**config.mk**
```make
export PLATFORM = sky130hd
export DESIGN_NAME = u64_primality_test_top
export DESIGN_NICKNAME = d
export VERILOG_FILES = /design/src/sv/upt_pkg.sv /design/src/sv/upt_trial_div.sv /design/src/sv/upt_mod_mul.sv /design/src/sv/u64_primality_test_top.sv
export SDC_FILE = /design/constraint.sdc
export NUM_CORES = 2
export LEC_CHECK = 0
export BUFFER_PORTS_ARGS = -buffer_cell sky130_fd_sc_hd__buf_2
export CAP_MARGIN = 20
export CORE_ASPECT_RATIO = 1.25
export CORE_MARGIN = 4
export CORE_UTILIZATION = 60
export DETAILED_ROUTE_END_ITERATION = 10
export HOLD_SLACK_MARGIN = 0.02
export PLACE_DENSITY = 0.85
export SYNTH_ARGS = -nofsm -noshare
export SYNTH_HDL_FRONTEND = slang
export SYNTH_SLANG_ARGS = --single-unit
```
**constraint.sdc**
```tcl
create_clock -name clk_i -period 14 [get_ports clk_i]
set_input_delay 1.4 -clock clk_i [delete_from_list [all_inputs] [get_ports clk_i]]
set_output_delay 1.4 -clock clk_i [all_outputs]
set_load 0.02 [all_outputs]
```
**src/sv/upt_pkg.sv**
```systemverilog
// shared constants and types for the 64-bit primality tester
package upt_pkg;

  localparam int unsigned NumBases  = 12;
  localparam int unsigned WordW     = 64;
  localparam int unsigned BaseIdxW  = 4;
  localparam int unsigned BitCntW   = 7;

  // small prime bases, also used for trial division
  function automatic logic [5:0] base_val(input logic [BaseIdxW-1:0] idx);
    logic [5:0] v;
    begin
      case (idx)
        4'd0:    v = 6'd2;
        4'd1:    v = 6'd3;
        4'd2:    v = 6'd5;
        4'd3:    v = 6'd7;
        4'd4:    v = 6'd11;
        4'd5:    v = 6'd13;
        4'd6:    v = 6'd17;
        4'd7:    v = 6'd19;
        4'd8:    v = 6'd23;
        4'd9:    v = 6'd29;
        4'd10:   v = 6'd31;
        4'd11:   v = 6'd37;
        default: v = 6'd2;
      endcase
      return v;
    end
  endfunction

  // request to the serial modular multiplier
  typedef struct packed {
    logic             start;
    logic [WordW-1:0] x;
    logic [WordW-1:0] y;
  } mul_req_t;

  // status back from the serial modular multiplier
  typedef struct packed {
    logic             done;
    logic [WordW-1:0] prod;
  } mul_rsp_t;

endpackage

```
**src/sv/upt_trial_div.sv**
```systemverilog
// bit-serial remainder of the candidate by one small prime
module upt_trial_div import upt_pkg::*; (
  input  logic             clk_i,
  input  logic             rst_ni,
  input  logic             start_i,
  input  logic [WordW-1:0] n_i,
  input  logic [5:0]       div_i,
  output logic             done_o,
  output logic [5:0]       rem_o
);

  logic [WordW-1:0] sh_q;
  logic [5:0]       rem_q;
  logic [BitCntW-1:0] cnt_q;
  logic             busy_q, done_q;
  logic [6:0]       trial;

  // one quotient bit per cycle, remainder stays below the divisor
  assign trial = {rem_q, sh_q[WordW-1]};

  always_ff @(posedge clk_i or negedge rst_ni) begin
    if (!rst_ni) begin
      busy_q <= 1'b0;
      done_q <= 1'b0;
      cnt_q  <= '0;
    end else begin
      done_q <= 1'b0;
      if (start_i) begin
        busy_q <= 1'b1;
        cnt_q  <= '0;
      end else if (busy_q) begin
        cnt_q <= cnt_q + 1'b1;
        if (cnt_q == BitCntW'(WordW - 1)) begin
          busy_q <= 1'b0;
          done_q <= 1'b1;
        end
      end
    end
  end

  always_ff @(posedge clk_i) begin
    if (start_i) begin
      sh_q  <= n_i;
      rem_q <= '0;
    end else if (busy_q) begin
      sh_q  <= {sh_q[WordW-2:0], 1'b0};
      rem_q <= (trial >= {1'b0, div_i}) ? 6'(trial - {1'b0, div_i}) : trial[5:0];
    end
  end

  assign done_o = done_q;
  assign rem_o  = rem_q;

endmodule

```
**src/sv/upt_mod_mul.sv**
```systemverilog
// serial double-and-add modular multiplier, one multiplier bit per cycle
module upt_mod_mul import upt_pkg::*; (
  input  logic             clk_i,
  input  logic             rst_ni,
  input  logic [WordW-1:0] m_i,
  input  mul_req_t         req_i,
  output mul_rsp_t         rsp_o
);

  logic [WordW-1:0] x_q, y_q, acc_q;
  logic             busy_q, done_q;
  logic [WordW:0]   sum, dbl;
  logic [WordW-1:0] acc_n, x_n;

  // operands are already reduced below m
  assign sum   = {1'b0, acc_q} + {1'b0, x_q};
  assign acc_n = (sum >= {1'b0, m_i}) ? WordW'(sum - {1'b0, m_i}) : sum[WordW-1:0];
  assign dbl   = {x_q, 1'b0};
  assign x_n   = (dbl >= {1'b0, m_i}) ? WordW'(dbl - {1'b0, m_i}) : dbl[WordW-1:0];

  always_ff @(posedge clk_i or negedge rst_ni) begin
    if (!rst_ni) begin
      busy_q <= 1'b0;
      done_q <= 1'b0;
    end else begin
      done_q <= 1'b0;
      if (req_i.start) begin
        busy_q <= 1'b1;
      end else if (busy_q && (y_q == '0)) begin
        busy_q <= 1'b0;
        done_q <= 1'b1;
      end
    end
  end

  always_ff @(posedge clk_i) begin
    if (req_i.start) begin
      x_q   <= req_i.x;
      y_q   <= req_i.y;
      acc_q <= '0;
    end else if (busy_q && (y_q != '0)) begin
      if (y_q[0]) acc_q <= acc_n;
      x_q <= x_n;
      y_q <= {1'b0, y_q[WordW-1:1]};
    end
  end

  assign rsp_o = '{done: done_q, prod: acc_q};

endmodule

```
**src/sv/u64_primality_test_top.sv**
```systemverilog
// top level: trial division then Miller-Rabin over twelve bases
// Usage: present a 64-bit candidate on n_i with in_valid_i. It transfers
// when in_stall_o is low, which happens only while the block is idle and
// no earlier result is held up by out_stall_i.
// One result, prime_o, leaves on out_valid_o and is held in an output
// register until out_stall_i is low; the next candidate can transfer in
// the same cycle that result transfers.
// Trial division tries each of the twelve small primes in turn, stopping
// early on a match or a zero remainder. Each Miller-Rabin base runs up to
// about 126 serial modular multiplications, each passing through issue,
// one step per multiplier bit, finish and handoff, in the one shared
// multiplier; composites usually exit during trial division or after the
// first base. A new candidate is taken only once the block is idle again.
// Reset clears all control state; no result is pending afterwards.
// A stalled result simply waits; nothing is lost.
module u64_primality_test_top import upt_pkg::*; (
  input  logic             clk_i,
  input  logic             rst_ni,
  input  logic             in_valid_i,
  output logic             in_stall_o,
  input  logic [WordW-1:0] n_i,
  output logic             out_valid_o,
  input  logic             out_stall_i,
  output logic             prime_o
);

  typedef enum logic [3:0] {
    S_IDLE, S_TDIV, S_TWAIT, S_CHECK, S_BASE, S_POW_MUL_WAIT, S_POW_STEP,
    S_POW_SQ_WAIT, S_SQ_START, S_SQ_WAIT, S_NEXT, S_DONE
  } state_e;

  state_e           state_q;
  logic [WordW-1:0] n_q, d_q, e_q, a_q, x_q;
  logic [BaseIdxW-1:0] bi_q;
  logic [BitCntW-1:0]  s_q, k_q;
  logic             res_q, ov_q;
  logic             td_start;
  logic             td_done;
  logic [5:0]       td_rem;
  mul_req_t         req;
  mul_rsp_t         rsp;
  logic [WordW-1:0] nm1;
  logic [5:0]       bval;
  logic             take;

  assign nm1  = n_q - 1'b1;
  assign bval = base_val(bi_q);
  assign take = in_valid_i && !in_stall_o;

  assign in_stall_o = (state_q != S_IDLE) || (ov_q && out_stall_i);

  upt_trial_div u_tdiv (
    .clk_i, .rst_ni, .start_i(td_start), .n_i(n_q), .div_i(bval),
    .done_o(td_done), .rem_o(td_rem)
  );

  upt_mod_mul u_mul (
    .clk_i, .rst_ni, .m_i(n_q), .req_i(req), .rsp_o(rsp)
  );

  // sequencer start pulses
  always_comb begin
    td_start  = (state_q == S_TDIV);
    req.start = 1'b0;
    req.x     = x_q;
    req.y     = x_q;
    case (state_q)
      S_BASE: begin
        if (e_q[0]) begin
          req.start = 1'b1;
          req.y     = a_q;
        end
      end
      S_POW_STEP: begin
        if (e_q != '0) begin
          req.start = 1'b1;
          req.x     = a_q;
          req.y     = a_q;
        end
      end
      S_SQ_START: req.start = 1'b1;
      default: req.start = 1'b0;
    endcase
  end

  // main sequencer, exponent bits consumed one per squaring, plus a multiply when the bit is set
  always_ff @(posedge clk_i or negedge rst_ni) begin
    if (!rst_ni) begin
      state_q <= S_IDLE;
      ov_q    <= 1'b0;
      res_q   <= 1'b0;
      bi_q    <= '0;
      n_q     <= '0;
      d_q     <= '0;
      e_q     <= '0;
      a_q     <= '0;
      x_q     <= '0;
      s_q     <= '0;
      k_q     <= '0;
    end else begin
      if (state_q == S_DONE) ov_q <= 1'b1;
      else if (ov_q && !out_stall_i) ov_q <= 1'b0;
      case (state_q)
        S_IDLE: begin
          if (take) begin
            n_q  <= n_i;
            bi_q <= '0;
            if (n_i < WordW'(2)) begin
              res_q <= 1'b0;
              state_q <= S_DONE;
            end else begin
              state_q <= S_TDIV;
            end
          end
        end
        S_TDIV: state_q <= S_TWAIT;
        S_TWAIT: begin
          if (td_done) begin
            if (n_q == WordW'(bval)) begin
              res_q <= 1'b1;
              state_q <= S_DONE;
            end else if (td_rem == '0) begin
              res_q <= 1'b0;
              state_q <= S_DONE;
            end else if (bi_q == BaseIdxW'(NumBases - 1)) begin
              bi_q <= '0;
              d_q  <= {1'b0, nm1[WordW-1:1]};
              s_q  <= BitCntW'(1);
              state_q <= S_CHECK;
              k_q  <= '1;
            end else begin
              bi_q <= bi_q + 1'b1;
              state_q <= S_TDIV;
            end
          end
        end
        // strip factors of two one per cycle, then set up the power
        S_CHECK: begin
          if (k_q == '1) begin
            if (!d_q[0]) begin
              d_q <= {1'b0, d_q[WordW-1:1]};
              s_q <= s_q + 1'b1;
            end else begin
              k_q <= '0;
            end
          end else begin
            e_q <= d_q;
            a_q <= WordW'(bval);
            x_q <= WordW'(1);
            state_q <= S_BASE;
          end
        end
        S_BASE: begin
          if (e_q == '0) begin
            if (x_q == WordW'(1) || x_q == nm1) begin
              state_q <= S_NEXT;
            end else if (s_q <= BitCntW'(1)) begin
              res_q <= 1'b0;
              state_q <= S_DONE;
            end else begin
              k_q <= BitCntW'(1);
              state_q <= S_SQ_START;
            end
          end else if (e_q[0]) begin
            state_q <= S_POW_MUL_WAIT;
          end else begin
            state_q <= S_POW_STEP;
          end
        end
        S_POW_MUL_WAIT: begin
          if (rsp.done) begin
            x_q <= rsp.prod;
            state_q <= S_POW_STEP;
          end
        end
        S_POW_STEP: begin
          if (e_q != '0) state_q <= S_POW_SQ_WAIT;
          else state_q <= S_BASE;
        end
        S_POW_SQ_WAIT: begin
          if (rsp.done) begin
            a_q <= rsp.prod;
            e_q <= {1'b0, e_q[WordW-1:1]};
            state_q <= S_BASE;
          end
        end
        // squaring loop, at most s-1 squarings looking for n-1
        S_SQ_START: state_q <= S_SQ_WAIT;
        S_SQ_WAIT: begin
          if (rsp.done) begin
            x_q <= rsp.prod;
            k_q <= k_q + 1'b1;
            if (rsp.prod == nm1) begin
              state_q <= S_NEXT;
            end else if (BitCntW'(k_q + 1'b1) >= s_q) begin
              res_q <= 1'b0;
              state_q <= S_DONE;
            end else begin
              state_q <= S_SQ_START;
            end
          end
        end
        // base passed, move on or declare prime
        S_NEXT: begin
          if (bi_q == BaseIdxW'(NumBases - 1)) begin
            res_q <= 1'b1;
            state_q <= S_DONE;
          end else begin
            bi_q <= bi_q + 1'b1;
            k_q  <= '1;
            d_q  <= {1'b0, nm1[WordW-1:1]};
            s_q  <= BitCntW'(1);
            state_q <= S_CHECK;
          end
        end
        S_DONE: state_q <= S_IDLE;
        default: state_q <= S_IDLE;
      endcase
    end
  end

  assign out_valid_o = ov_q;
  assign prime_o     = res_q;

endmodule
```
**After elaboration in Yosys (flattened, before gate mapping)**

Memories as Yosys holds them, arrays and structs flattened.
Index checks and enable logic that the tools add are counted.

- Register bits: 617
- Bits of input ports: 68
- Memories kept: 1
- Bits in read-only memories: 96
- Logic and storage cells: 220
- Output and inout bits: 3

- Equality and inequality tests: 41
- $add $sub $neg: 9
- Mux-type cells: 104
- $lt $le $gt $ge: 6
- Reduce and logical (&&, ||, !) cells: 37

Memories:

| name | words | bits a word | rd ports | clocked after Yosys merged registers in | write ports | RTL line | source |
|---|---|---|---|---|---|---|---|
| (no name shown) | 16 | 6 | 1 | 0 | 0 | upt_pkg.sv:13 | `case (idx)` |

Operators by type and width:

| kind | number |
|---|---|
| $mux 64 | 22 |
| $pmux 64 s2 | 4 |
| $pmux 64 s3 | 1 |
| $mux 7 | 20 |
| $ge 65x64->1 | 2 |
| $mux 129 | 1 |
| $eq 64x64->1 | 2 |
| $logic_not 64->1 | 2 |
| $reduce_bool 64->1 | 2 |
| $sub 64x64->64 | 2 |
| $mux 4 | 17 |
| $add 64x64->65 | 1 |
| $eq 64x1->1 const B | 1 |
| $eq 64x6->1 | 1 |
| $lt 64x2->1 const B | 1 |
| $sub 64x1->64 const B | 1 |
| $pmux 4 s11 | 1 |
| $pmux 7 s5 | 1 |
| $ne 2x2->1 const B | 17 |
| $mux 1 | 25 |
| $reduce_and 12->1 | 2 |
| $add 7x1->7 const B | 3 |
| $pmux 7 s3 | 1 |
| $eq 4x4->1 const B | 5 |
| 32 further kinds | 62 |

**Depth between registers and ports, before layout**

- Depth after elaboration: 6
- Depth in mapped cells: 25
- Mapped depth without buffers: 23

**Modules after synthesis**

A second synthesis with hierarchy kept.

- Cell total of the unflattened synthesis: 5393
- Area total of the unflattened synthesis: 46128.0 sq um

By module, submodules not included:

| module | cells an instance | instances | seq. area each (sq um) | area an instance (sq um) |
|---|---|---|---|---|
| u64_primality_test_top | 2596 | 1 | 8583.2 | 22043.6 |
| upt_mod_mul | 2548 | 1 | 5175.0 | 20414.6 |
| upt_trial_div | 249 | 1 | 2267.2 | 3669.8 |

**Worst setup path after synthesis**

OpenSTA, ideal clock, no wires.

- Kind: register to register
- Start: reg u_mul.x_q[0]
- End: reg u_mul.acc_q[57]
- Clock period less this slack: 5868 ps
- Path slack: 8132 ps
- Required time: 13914 ps
- Arrival time: 5783 ps
- Stages on the path, launching flop included: 26
- Path through: edfxtp_1 -> ha_1 -> fa_1 -> a211oi_1 -> o21ai_0 -> o21ai_0 -> nand2_1 -> a311oi_1 -> o211ai_1 -> a21oi_1 -> o21ai_0 -> xor2_1 -> ha_1 -> a21oi_1 -> o22ai_1 -> or4b_2 -> nand4_1 -> o21ai_0 -> a21oi_1 -> o21ai_0 -> o211ai_1 -> nand2b_1 -> clkbuf_1 -> clkbuf_1 -> mux2i_1 -> a211oi_1

- Longest elaborated chain between the ends: 3
- Elaborated cells on any way between the ends: 4
- Those cells by class: 2 x add/sub; 1 x order compare; 1 x mux

RTL lines:

| element | RTL line | source |
|---|---|---|
| start: declaration | upt_mod_mul.sv:10 | `logic [WordW-1:0] x_q, y_q, acc_q;` |
| start signal: assignment | upt_mod_mul.sv:38 | `x_q <= req_i.x;` |
| start signal: assignment | upt_mod_mul.sv:43 | `x_q <= x_n;` |
| $add 64x64->65 (*) | upt_mod_mul.sv:16 | `assign sum = {1'b0, acc_q} + {1'b0, x_q};` |
| $sub 64x64->64 or $ge 65x64->1 (tied branches) | upt_mod_mul.sv:17 | `assign acc_n = (sum >= {1'b0, m_i}) ? WordW'(sum - {1'b0, m_i}) : sum[WordW-1:0];` |
| $mux 64 (*) | upt_mod_mul.sv:17 |  |
| end signal: assignment | upt_mod_mul.sv:42 | `if (y_q[0]) acc_q <= acc_n;` |
| end: declaration | upt_mod_mul.sv:10 |  |

Mark *: on every way between the ends. The rest lies on a longest branch, timed or not.
A chain may end at the register's enable or synchronous reset.

**Worst setup path in the final report**

- Start: reg u_mul.x_q[0]
- End: reg u_mul.acc_q[0]

Same word-level chain as after synthesis.

==> impl_metrics.prom <==
# TYPE chip_impl_metric gauge
chip_impl_metric{name="worst-path-max-fanout",unit=""} 56
chip_impl_metric{name="fin_nets",unit=""} 5719
chip_impl_metric{name="first_global_vias",unit=""} 43300
chip_impl_metric{name="floorplan.initialDensity",unit=""} 0.609
chip_impl_metric{name="drive_above_1_share",unit=""} 0.0849
chip_impl_metric{name="worst_path_largest_cell_delay",unit="ns"} 0.75
chip_impl_metric{name="syn_area",unit="mm²"} 0.0465
chip_impl_metric{name="syn_inst",unit=""} 5600
chip_impl_metric{name="detailroute.via_count",unit=""} 46200
chip_impl_metric{name="syn_area_per_cell",unit="µm²"} 8.30
chip_impl_metric{name="met1Wirelength",unit="µm"} 69400
chip_impl_metric{name="maxSlewHeadroom",unit=""} 0.152
chip_impl_info{name="cp_slowest_cell",value="sky130_fd_sc_hd__buf_4"} 1
chip_impl_info{name="synth_top_area_cell",value="sky130_fd_sc_hd__dfrtp_1"} 1
chip_impl_info{name="critical_path.startpoint_type",value="register"} 1
chip_impl_metric{name="drt_first_pass_iters",unit=""} 8
chip_impl_metric{name="gp_congestion",unit=""} 1.08
chip_impl_metric{name="global_route.overflow_total",unit=""} 0
chip_impl_metric{name="floorplan.core_area",unit="mm²"} 0.0763
chip_impl_metric{name="postSynthRegisterBits",unit=""} 616
chip_impl_info{name="cp-end-kind",value="register"} 1
chip_impl_metric{name="final.min_clock_period",unit="ns"} 7.89
chip_impl_metric{name="cts_inserted_buffers",unit=""} 68
chip_impl_metric{name="io_buffer_count",unit=""} 70
chip_impl_metric{name="first_iter_violations",unit=""} 6123
chip_impl_metric{name="wl_met2",unit="µm"} 81500
chip_impl_info{name="synth.area.top_cells",value="sky130_fd_sc_hd__dfrtp_1 19%, sky130_fd_sc_hd__edfxtp_1 12%, sky130_fd_sc_hd__nand2_1 6.8%, sky130_fd_sc_hd__ha_1 5.8%, sky130_fd_sc_hd__o21ai_0 4.5%"} 1
chip_impl_metric{name="layout.area.seq",unit="mm²"} 0.0160
chip_impl_metric{name="synth_warnings",unit=""} 0
chip_impl_info{name="cpMostUsedCell",value="sky130_fd_sc_hd__o21ai_0"} 1
chip_impl_metric{name="timing.max_cap.violations",unit=""} 0
chip_impl_info{name="hp-class",value="reg2reg"} 1
chip_impl_metric{name="timing.setup.tns",unit="ns"} 0
chip_impl_metric{name="synth_enable_flop_cells",unit=""} 192
chip_impl_metric{name="final_hold_violating_endpoints",unit=""} 0
chip_impl_metric{name="worst_pin_slew",unit="ns"} 1.26
chip_impl_info{name="clk_root_buffer_cell",value="sky130_fd_sc_hd__clkbuf_16"} 1
chip_impl_metric{name="wl_met3",unit="µm"} 23700
chip_impl_info{name="synth_flop_cell",value="sky130_fd_sc_hd__dfrtp_1"} 1
chip_impl_info{name="tritoncts",value="yes"} 1
chip_impl_metric{name="cts.hold.buffers_added",unit=""} 0
chip_impl_metric{name="synth-async-reset-ratio",unit=""} 0.575
chip_impl_metric{name="clock_latency",unit="ns"} 0.66
chip_impl_metric{name="cts_max_path_buffers",unit=""} 3
chip_impl_info{name="setup_repair_after_global_routing_missed_its_margin",value="false"} 1
chip_impl_info{name="critical_path.top_delay_family",value="compound AO/OA/AOI/OAI gates"} 1
chip_impl_metric{name="cp.buffers_inverters",unit=""} 1
chip_impl_metric{name="post_cts_resize_count",unit=""} 0
chip_impl_metric{name="ios",unit=""} 71
chip_impl_metric{name="grt_first_pass_wirelength",unit="µm"} 281000
chip_impl_metric{name="synth.lib_cells_used.distinct",unit=""} 98
chip_impl_metric{name="final.fill_count",unit=""} 6254
chip_impl_metric{name="grt_antenna_before_repair",unit=""} 10
chip_impl_metric{name="timing.final.setup_violations",unit=""} 0
chip_impl_metric{name="total_number_of_h_tree_levels",unit=""} 3
chip_impl_metric{name="timing.clock.skew",unit="ns"} 0.0371
chip_impl_metric{name="die-height",unit="µm"} 319
chip_impl_metric{name="post-cts-setup-buffers",unit=""} 0
chip_impl_info{name="synth_top_cells_by_count",value="846 x sky130_fd_sc_hd__nand2_1, 421 x sky130_fd_sc_hd__o21ai_0, 397 x sky130_fd_sc_hd__a21oi_1"} 1
chip_impl_metric{name="postRouteAntennaNets",unit=""} 0
chip_impl_metric{name="tritoncts_num_sinks",unit=""} 616
chip_impl_metric{name="num_rows",unit=""} 113
chip_impl_metric{name="maximum_number_of_pins_on_one_net_before_global_route_repair",unit=""} 103
chip_impl_metric{name="hpwlAfterDp",unit="µm"} 146000
chip_impl_info{name="route.top_layer_used",value="met5"} 1
chip_impl_metric{name="cts.reportedPaths.clkPinSlew",unit="ns"} 0.06
chip_impl_info{name="crit_path_cell_trace",value="ha_1, fa_1, a211oi_1, o21ai_0, o21ai_0, nand2_1, a311oi_1, o211ai_1, a21oi_1, o21ai_0, xor2_1, ha_1, nand3_1, or3_1, nor4_1, a21oi_1, o21ai_0, o211ai_1, nand2b_4, buf_4, mux2_2, o21ai_0"} 1
chip_impl_metric{name="max_freq",unit="MHz"} 127
chip_impl_metric{name="final.period_utilization",unit=""} 0.563
chip_impl_metric{name="areaGrowthSynthToFinish",unit="%"} 6.58
chip_impl_metric{name="yosys.area.top_type_share",unit=""} 0.191
chip_impl_metric{name="postRouteWirelength",unit="µm"} 193000
chip_impl_metric{name="grtUsageTotal",unit=""} 0.452
chip_impl_metric{name="synth_seq_area_share",unit=""} 0.345
chip_impl_info{name="status",value="completed"} 1
chip_impl_metric{name="multi_input_area",unit="mm²"} 0.0285
chip_impl_metric{name="dieArea",unit="mm²"} 0.0820
chip_impl_metric{name="worstPathArrival",unit="ns"} 8.46
chip_impl_metric{name="crit_required",unit="ns"} 14.58
chip_impl_metric{name="synthesis.nets",unit=""} 5888
chip_impl_metric{name="fp.dieW",unit="µm"} 257
chip_impl_metric{name="vias_per_cell",unit=""} 7.15
chip_impl_info{name="most_frequent_cell_after_synthesis",value="sky130_fd_sc_hd__nand2_1"} 1
chip_impl_metric{name="drc",unit=""} 0
chip_impl_info{name="timing_worst_setup_path_type",value="reg2reg"} 1
chip_impl_metric{name="timing.final.max_slew_violations",unit=""} 0
chip_impl_metric{name="post_drt_wl_per_cell",unit="µm"} 29.8
-- cells by family after synthesis --
| kind of cell | after synthesis | share of synthesized area |
|---|---|---|
| AND/OR/NAND/NOR | 2076 | 0.214 |
| AO/OA/AOI/OAI | 1538 | 0.206 |
| buffers and inverters | 547 | 0.0451 |
| flip-flops | 616 | 0.345 |
| adder cells (fa/ha/maj) | 220 | 0.0599 |
| multiplexers | 270 | 0.0618 |
| XOR/XNOR | 333 | 0.0691 |
-- registers in the layout, indices dropped and copies added, names as in the netlist, 7 cells and up --
signal and cells:
a_q 64, k_q 7, n_q 64, s_q 7
d_q 63, e_q 64, u_mul.acc_q 64, u_tdiv.sh_q 64
u_mul.y_q 64, u_mul.x_q 64, x_q 64, u_tdiv.cnt_q 7
-- placed cells by master (no fill, tap or decap), drive strengths merged, types with 14 or more instances in the layout --
master     n
nand4    106
xor2      97
clkinv    20
nor2b     35
o21ai    424
a21o     128
o21bai    33
mux2     137
or4       35
nand3    185
a21boi    17
xnor2    215
or3       40
buf      155
o22ai     43
o2111ai   17
nor2     371
ha       216
nor3b     14
a31oi    149
nand2    847
a21oi    397
o21a      31
or2       23
and3      49
nor3     104
clkbuf    89
dfrtp    354
dfxtp     70
o211ai    20
mux2i    133
and2      34
inv      159
a211oi    70
xnor3     20
o31ai     32
nor4     152
nand2b    35
edfxtp   192
-- through the flow --
stage | setup WS, ns | hold WS [ns] | area, µm² | std cells | util
6_report | 6.11 | 0.485 | 49500 | 6469 | 0.649
5_1_grt | 5.62 | 0.529 | 49500 | 6463 | 0.649
4_1_cts | 6.29 | 0.489 | 49500 | 6458 | 0.648
3_5_place_dp | 6.34 | 0.474 | 47300 | 6333 | 0.619
3_3_place_gp | 6.50 | 0.474 | 47300 | 6331 | 0.619
2_1_floorplan | 8.13 | 0.454 | 46500 | 5600 | -
-- cell type report --
| type | instances | share of cell area |
|---|---|---|
| tap | 977 | 0.0247 |
| multi-input combinational | 4437 | 0.575 |
| sequential | 616 | 0.323 |
| timing repair buffer | 155 | 0.0203 |
| clock buffer | 89 | 0.0381 |
| clock inverter | 36 | 0.00639 |
| antenna | 6 | 0.000303 |
| inverter | 153 | 0.0116 |
-- routing by layer --
metal	global-route usage	vias up
li1	-	20200
met1	0.563	22000
met2	0.674	3269
met3	0.123	789
met4	0.334	10
met5	0	-
-- path summary, 6_finish.rpt --
check	slack (ns)	end	cells past startpoint	start
worst max-delay path	6.11	u_mul.acc_q[0]$_SDFFE_PP0P_	22	u_mul.x_q[0]$_DFFE_PP_
worst min-delay path	0.48	u_tdiv.done_o$_DFF_PN0_	1	u_tdiv.cnt_q[6]$_DFFE_PN0P_
worst max register to register	6.11	u_mul.acc_q[0]$_SDFFE_PP0P_	22	u_mul.x_q[0]$_DFFE_PP_
worst min register to register	0.48	u_tdiv.done_o$_DFF_PN0_	1	u_tdiv.cnt_q[6]$_DFFE_PN0P_
max in group asynchronous	10.13	n_q[53]$_DFFE_PN0P_	4	rst_ni
min in group asynchronous	0.73	n_q[0]$_DFFE_PN0P_	1	rst_ni
Power is not shown: default switching activity piles up to over one toggle a cycle in this logic, so the estimate is an artifact.
